## src/assert_macros.svh

```systemverilog
// Assertion macros used by the top RTL file of the dissipation budget block.
// Depends on nothing; included by files that carry concurrent checks.
`ifndef ASSERT_MACROS_SVH
`define ASSERT_MACROS_SVH

// Property must hold at every clock edge outside reset.
`define VDB_ASSERT(lbl, clk, rst_n, prop, msg) \
    lbl: assert property (@(posedge clk) disable iff (!rst_n) prop) else $error(msg);

// Expression must never be true outside reset.
`define VDB_ASSERT_NEVER(lbl, clk, rst_n, expr, msg) \
    lbl: assert property (@(posedge clk) disable iff (!rst_n) !(expr)) else $error(msg);

`endif

```

## src/vdb_pkg.sv

```systemverilog
// Package of the viscous dissipation budget block: payload types, step codes,
// controller/datapath command and status structs. Depends on nothing.
`timescale 1ns / 1ps
package vdb_pkg;

    localparam int          DEF_MAX_CELLS = 1048576;
    localparam logic [31:0] DEF_VISCOSITY = 32'h0001_0000;
    localparam logic [63:0] I64MAX        = 64'h7FFF_FFFF_FFFF_FFFF;
    localparam logic [63:0] I64MIN        = 64'h8000_0000_0000_0000;
    // Reciprocal of three scaled by 2^65; exact floor(n / 3) for any n below 2^64.
    localparam logic [63:0] DIV3_RECIP    = 64'hAAAA_AAAA_AAAA_AAAB;

    // Step codes run by the sequencer; each step uses the multiplier or divider.
    localparam logic [4:0] OP_VORT0 = 5'd0;
    localparam logic [4:0] OP_VORT1 = 5'd1;
    localparam logic [4:0] OP_VORT2 = 5'd2;
    localparam logic [4:0] OP_DIVSQ = 5'd3;
    localparam logic [4:0] OP_OFF0  = 5'd4;
    localparam logic [4:0] OP_OFF1  = 5'd5;
    localparam logic [4:0] OP_OFF2  = 5'd6;
    localparam logic [4:0] OP_DIAG0 = 5'd7;
    localparam logic [4:0] OP_DIAG1 = 5'd8;
    localparam logic [4:0] OP_DIAG2 = 5'd9;
    localparam logic [4:0] OP_T1    = 5'd10;
    localparam logic [4:0] OP_T2    = 5'd11;
    localparam logic [4:0] OP_T2DIV = 5'd12;
    localparam logic [4:0] OP_EPS   = 5'd13;
    localparam logic [4:0] OP_OMEAN = 5'd14;
    localparam logic [4:0] OP_DMEAN = 5'd15;
    localparam logic [4:0] OP_RMEAN = 5'd16;
    localparam logic [4:0] OP_NU    = 5'd17;
    localparam logic [4:0] OP_QM    = 5'd18;
    localparam logic [4:0] OP_X3    = 5'd19;
    localparam logic [4:0] OP_X4    = 5'd20;
    localparam logic [4:0] OP_X4DIV = 5'd21;

    typedef struct packed {
        logic signed [31:0] du_dx;
        logic signed [31:0] du_dy;
        logic signed [31:0] du_dz;
        logic signed [31:0] dv_dx;
        logic signed [31:0] dv_dy;
        logic signed [31:0] dv_dz;
        logic signed [31:0] dw_dx;
        logic signed [31:0] dw_dy;
        logic signed [31:0] dw_dz;
        logic        [31:0] density;
        logic               last_cell;
    } t_in;

    typedef struct packed {
        logic        [30:0] mean_vorticity_sq;
        logic        [30:0] mean_divergence_sq;
        logic signed [31:0] total_dissipation;
        logic signed [31:0] solenoidal_dissipation;
        logic signed [31:0] dilatational_dissipation;
        logic        [20:0] cell_count;
    } t_out;

    typedef struct packed {
        logic       load_in;
        logic       mul_start;
        logic       div_start;
        logic       wr;
        logic       acc;
        logic       out_load;
        logic [4:0] op;
    } t_cmd;

    typedef struct packed {
        logic done;
        logic emit;
        logic out_free;
    } t_sts;

    // Steps that run on the divider rather than the multiplier.
    function automatic logic is_div_op(input logic [4:0] op);
        is_div_op = op inside {OP_EPS, OP_OMEAN, OP_DMEAN, OP_RMEAN, OP_NU, OP_QM};
    endfunction

endpackage

```

## src/vdb_ctrl.sv

```systemverilog
// Sequencer of the dissipation budget: walks the step list per cell and per
// result. Depends on vdb_pkg.
`timescale 1ns / 1ps
module vdb_ctrl import vdb_pkg::*; (
    input  logic i_clk,
    input  logic i_rst_n,
    input  logic i_in_valid,
    output logic o_in_ready,
    input  t_sts i_sts,
    output t_cmd o_cmd
);

    localparam logic [2:0] CS_IDLE  = 3'd0;
    localparam logic [2:0] CS_ISSUE = 3'd1;
    localparam logic [2:0] CS_WAIT  = 3'd2;
    localparam logic [2:0] CS_ACC   = 3'd3;
    localparam logic [2:0] CS_EMIT  = 3'd4;

    logic [2:0] r_state, n_state;
    logic [4:0] r_pc, n_pc;

    // Commands and next state.
    always_comb begin
        n_state = r_state;
        n_pc    = r_pc;
        o_cmd   = '0;
        o_cmd.op = r_pc;
        case (r_state)
            CS_IDLE: begin
                o_cmd.load_in = i_in_valid;
                if (i_in_valid) begin
                    n_pc    = OP_VORT0;
                    n_state = CS_ISSUE;
                end
            end
            CS_ISSUE: begin
                o_cmd.mul_start = !is_div_op(r_pc);
                o_cmd.div_start = is_div_op(r_pc);
                n_state = CS_WAIT;
            end
            CS_WAIT: begin
                o_cmd.wr = i_sts.done;
                if (i_sts.done) begin
                    if (r_pc == OP_EPS) begin
                        n_state = CS_ACC;
                    end else if (r_pc == OP_X4DIV) begin
                        n_state = CS_EMIT;
                    end else begin
                        n_pc    = r_pc + 5'd1;
                        n_state = CS_ISSUE;
                    end
                end
            end
            CS_ACC: begin
                o_cmd.acc = 1'b1;
                if (i_sts.emit) begin
                    n_pc    = OP_OMEAN;
                    n_state = CS_ISSUE;
                end else begin
                    n_state = CS_IDLE;
                end
            end
            CS_EMIT: begin
                o_cmd.out_load = i_sts.out_free;
                if (i_sts.out_free) begin
                    n_state = CS_IDLE;
                end
            end
            default: begin
                n_state = CS_IDLE;
            end
        endcase
    end

    always_ff @(posedge i_clk) begin
        if (!i_rst_n) begin
            r_state <= CS_IDLE;
            r_pc    <= OP_VORT0;
        end else begin
            r_state <= n_state;
            r_pc    <= n_pc;
        end
    end

    assign o_in_ready = (r_state == CS_IDLE);

endmodule

```

## config.mk

```make
export PLATFORM = sky130hd
export DESIGN_NAME = vdb_ctrl
export DESIGN_NICKNAME = d
export VERILOG_FILES = /design/src/assert_macros.svh /design/src/vdb_pkg.sv /design/src/vdb_ctrl.sv
export SDC_FILE = /design/constraint.sdc
export NUM_CORES = 1
export LEC_CHECK = 0
export BUFFER_PORTS_ARGS = -buffer_cell sky130_fd_sc_hd__buf_4
export CAP_MARGIN = 15
export CORE_MARGIN = 2
export CORE_UTILIZATION = 50
export DETAILED_ROUTE_END_ITERATION = 8
export PLACE_DENSITY_LB_ADDON = 0.25
export SLEW_MARGIN = 20
export SYNTH_ARGS = -nofsm -noshare
export SYNTH_HDL_FRONTEND = slang
export SYNTH_SLANG_ARGS = --single-unit
```

## constraint.sdc

```tcl
create_clock -name i_clk -period 2 [get_ports i_clk]
set_input_delay 0.1 -clock i_clk [delete_from_list [all_inputs] [get_ports i_clk]]
set_output_delay 0.1 -clock i_clk [all_outputs]
set_load 0.01 [all_outputs]
```

Word-level counts from Yosys, hierarchy flattened. Index checks and enable logic that the tools add are counted.

Bits of input ports: 6. Register bits after elaboration: 8. Output and inout port bits: 12. Logic and storage cells: 44.

Add/subtract/negate cells: 1. Reduce and logical (&&, ||, !) cells: 6. Muxes and demuxes: 18. Eq/ne operators: 17.

Operator list (number): two-way mux 5 bit (5); == test 5 bit, second input constant (4); == test 5 x 4 -> 1 bit, second input constant (3); two-way mux 3 bit (5); one-hot mux 3 bit (5 select lines) (1); one-hot mux 5 bit (3 select lines) (1); inequality test 2 bit, second input constant (6); == test 3 x 2 -> 1 bit, second input constant (2); AND reduction 6 bit (1); nonzero test 6 bit (1); adder 5 x 1 -> 5 bit, second input constant (1); two-way mux 1 bit (5); == test 3 x 1 -> 1 bit, second input constant (1); == test 3 bit, second input constant (1); zero test 3 bit (1); AND reduction 3 bit (1); nonzero test 3 bit (1); two-way mux 2 bit (1); zero test 1 bit (1).

Longest topological paths before layout.
Depth after elaboration: 5. Depth in mapped cells: 6.

Worst setup path after synthesis. No wires, ideal clock.

Path kind: flip-flop to flip-flop. Start point: register r_pc[1]. End point: register r_pc[2]. Path slack: 0.283 ns. Buffers on the path: 1. Clock period less this slack: 1.717 ns. Arrival time: 1.638 ns. Stages on the path, launching flop included: 7. Cells stage by stage: dfxtp_1 > inv_1 > ha_1 > a41o_1 > buf_2 > or3b_1 > a211oi_2.

Longest elaborated chain between the ends: 5. Elaborated cells on any way between the ends: 10. Those cells by class: add/sub: 1; eq/ne: 4; mux: 4; reduce/logical: 1.

Ends and longest elaborated chain: start, declared (RTL line vdb_ctrl.sv:20) `logic [4:0] r_pc, n_pc;`; start signal, assigned (RTL line vdb_ctrl.sv:81) `r_pc <= n_pc;`; adder 5 x 1 -> 5 bit (RTL line vdb_ctrl.sv:49) `n_pc = r_pc + 5'd1;`; two-way mux 5 bit (RTL line vdb_ctrl.sv:46) `end else if (r_pc == OP_X4DIV) begin`; two-way mux 5 bit (RTL line vdb_ctrl.sv:44) `if (r_pc == OP_EPS) begin`; two-way mux 5 bit (RTL line vdb_ctrl.sv:43) `if (i_sts.done) begin`; one-hot mux 5 bit (3 select lines) (RTL line vdb_ctrl.sv:28) `case (r_state)`.

Parallel ways exist; a longest one is shown, timed or not. The select of a mux whose other input is x is not followed. A chain may end at the register's enable or synchronous reset.

==> qor.csv <==
metric,value,unit
place_ws,146.5,ps
vias,712,
drive_gt1_frac,0.3173,
cp_max_fo,7,
clk_path_buf_depth,2,
r2r_setup_slack,200,ps
hold_violations,0,
p_seq_frac,0.357,
hp-start,i_rst_n,
clockPowerShare,0.254,
whs_endpoint,r_state[2],
worstRegToRegCells,5,
power.share.switching,0.3481,
htreeDepth,1,
syn-cell-area,695.7,um2
syn_nets,95,
holdBufCountCts,0,
finalSetupTns,0,ps
outcome,"finished, final reports clean",
crit_type,reg2out,
grt_max_degree,15,
reg2reg_to,r_pc[4],
endpoint_kind,primary output,
dieArea,1706,um2
track_usage,0.2153,
fmax,546.5,MHz
max_slew_margin,0.7968,
detail-route-antenna-nets,0,
first_pass_iters,4,
drtIter0Drc,13,
drv_cap,0,
grt_pass1_vias,537,
overflow,0,
r2r-start,r_pc[1],
cts_sinks,8,
synth_ff_type,dfxtp_1,
gp_congestion,0.7934,
area_delta_synth_final,24.64,%
routed_via_density,5.983,
synth.yosys.seq_area_share,0.2302,
dp_hpwl,1.254,mm
rsz0062_at_grt,false,
die_y,41.30,um
finalCriticalPeriod,1830,ps
fin_ws,170.0,ps
yosys.area.top_type,dfxtp_1,
initial_utilization,0.5346,
clock_skew,4.042,ps
synth_common_cells,"dfxtp_1, o21ai_0, a21oi_1, inv_1",
slew_violations,0,
remaining_drc_errors,0,
async_flop_share,0,
ys_types,37,
cts_buffers,3,
io_pins,18,
whs_path_depth,3,
internal_power,340.7,uW
wl_per_cell,13.84,um
start_kind,register,
switching_power,181.9,uW
die_x,41.30,um
design.core.area,1301,um2
max_slew.worst_pin.slew,304.8,ps
avgSynthCellArea,8.184,um2
clk-insertion-delay-late,260,ps
power_density,602.7,nW/um2
hold_class,in2reg,
grt_pass1_wl,2.325,mm
cp.arrival,1730,ps
power_leakage,0.3672,nW
combPwrFrac,0.389,
setup-violations-final,0,
antenna_found_initial,0,
nNetsFinal,116,
rows,13,
synth_edf_count,0,
yosysTopAreaCellShare,0.2302,
clockRootBuffer,clkbuf_4,
synth_area_leaders,"dfxtp_1, ha_1, o21ai_0",
cts_tree,yes,
timing.final.crit_share,0.9150,
synthCells,85,
yosysMostFrequentCell,dfxtp_1,
port_buffers,17,
required,1900,ps
antennaDiodeCount,0,
synth_warnings,0,
finalWirelength,1.647,mm
clk_pin_slew,60,ps
peakVddDrop,297.7,uV
ys_seq_elements,8,
[cells in the final DEF (no fill, tap or decap), types with 2 or more instances in the layout]
| master | instances |
|---|---|
| o21ai_0 | 7 |
| a21oi_1 | 5 |
| buf_4 | 23 |
| nor2b_1 | 4 |
| o31ai_1 | 2 |
| nand3_1 | 4 |
| nand4_1 | 3 |
| nand2_1 | 2 |
| nand4b_1 | 2 |
| nor3_1 | 3 |
| ha_1 | 4 |
| or3_1 | 2 |
| dfxtp_2 | 2 |
| clkbuf_4 | 3 |
| nor2_1 | 3 |
| dfxtp_1 | 6 |
| and2_1 | 2 |
| mux2i_1 | 2 |
| inv_1 | 5 |
| a31oi_1 | 2 |
[flip-flops by register name, summed over array words and instances (netlist names)]
register / count
r_pc: 5
r_state: 3
[power by group through the flow]
| stage | clock network, mW | logic, mW | registers [mW] |
|---|---|---|---|
| 2_1_floorplan | 0 | 0.147 | 0.184 |
| 3_3_place_gp | 0 | 0.198 | 0.189 |
| 3_5_place_dp | 0 | 0.203 | 0.189 |
| 4_1_cts | 0.134 | 0.204 | 0.186 |
| 5_1_grt | 0.137 | 0.224 | 0.187 |
| 6_report | 0.133 | 0.203 | 0.186 |
[area by class of cell]
type,instances,area [um2]
inverters,5,18.77
well taps,15,18.77
fillers,107,434.2
multi-input cells,65,471.7
flip-flops and latches,8,162.7
clock buffers,3,22.52
repair buffers,23,172.7
[layer usage]
layer | vias to the layer above | routed length (um) | part of all wire | global-route usage
met5 | - | 0 | 0 | 0
met4 | 0 | 44 | 0.027 | 0.1452
met3 | 5 | 69 | 0.042 | 0.03191
met2 | 19 | 789 | 0.48 | 0.3164
met1 | 331 | 743 | 0.45 | 0.2880
li1 | 357 | - | - | -
[through the flow]
step           instance area [um2]  utilization  power (mW)  instances  hold WS [ps]
2_1_floorplan                695.7            -      0.3303         85         231.2
3_3_place_gp                 842.1       0.6471      0.3873        116         385.1
3_5_place_dp                 842.1       0.6471      0.3923        116         390.2
4_1_cts                      865.8       0.6654      0.5237        119         112.4
5_1_grt                      867.1       0.6663      0.5489        119         116.0
6_report                     867.1       0.6663      0.5226        119         111.8
[repair_timing]
item | 4_1_cts | 5_1_grt
buffers inserted | 0 | 0
endpoints found under the hold margin | 0 | 0
setup endpoints to repair | 1 | 2
resized for setup | 1 | 2
[critical path: stages (launching register included)]
cell,delay (ps)
dfxtp_2,390
inv_1,80
ha_1,240
o311ai_0,320
o21ai_0,150
nor2b_1,160
buf_4,130
[cells by family (layout without fill, tap and decap cells)]
family,after synthesis,in the layout,share of synthesized area
xor gates and xnor gates,1,1,0.01259
DFF,8,8,0.2302
and+or+nand+nor,33,33,0.3094
adders and majority gates,4,4,0.07195
buffers and inverters,12,31,0.09172
muxes,3,3,0.05035
AOI/OAI and AO/OA,24,24,0.2338
[worst max-delay path by stage]
stage | startpoint | to | slack, ps
final | r_pc[1] | o_cmd[8] | 170
after global routing | r_pc[1] | o_cmd[8] | 50
after CTS | r_pc[0] | o_cmd[8] | 20
after detailed placement | r_pc[1] | r_pc[4] | 150
after global placement | r_pc[1] | r_pc[4] | 210
after floorplan | r_pc[1] | r_pc[2] | 280
Note: power is estimated with default switching activity, not from simulation.
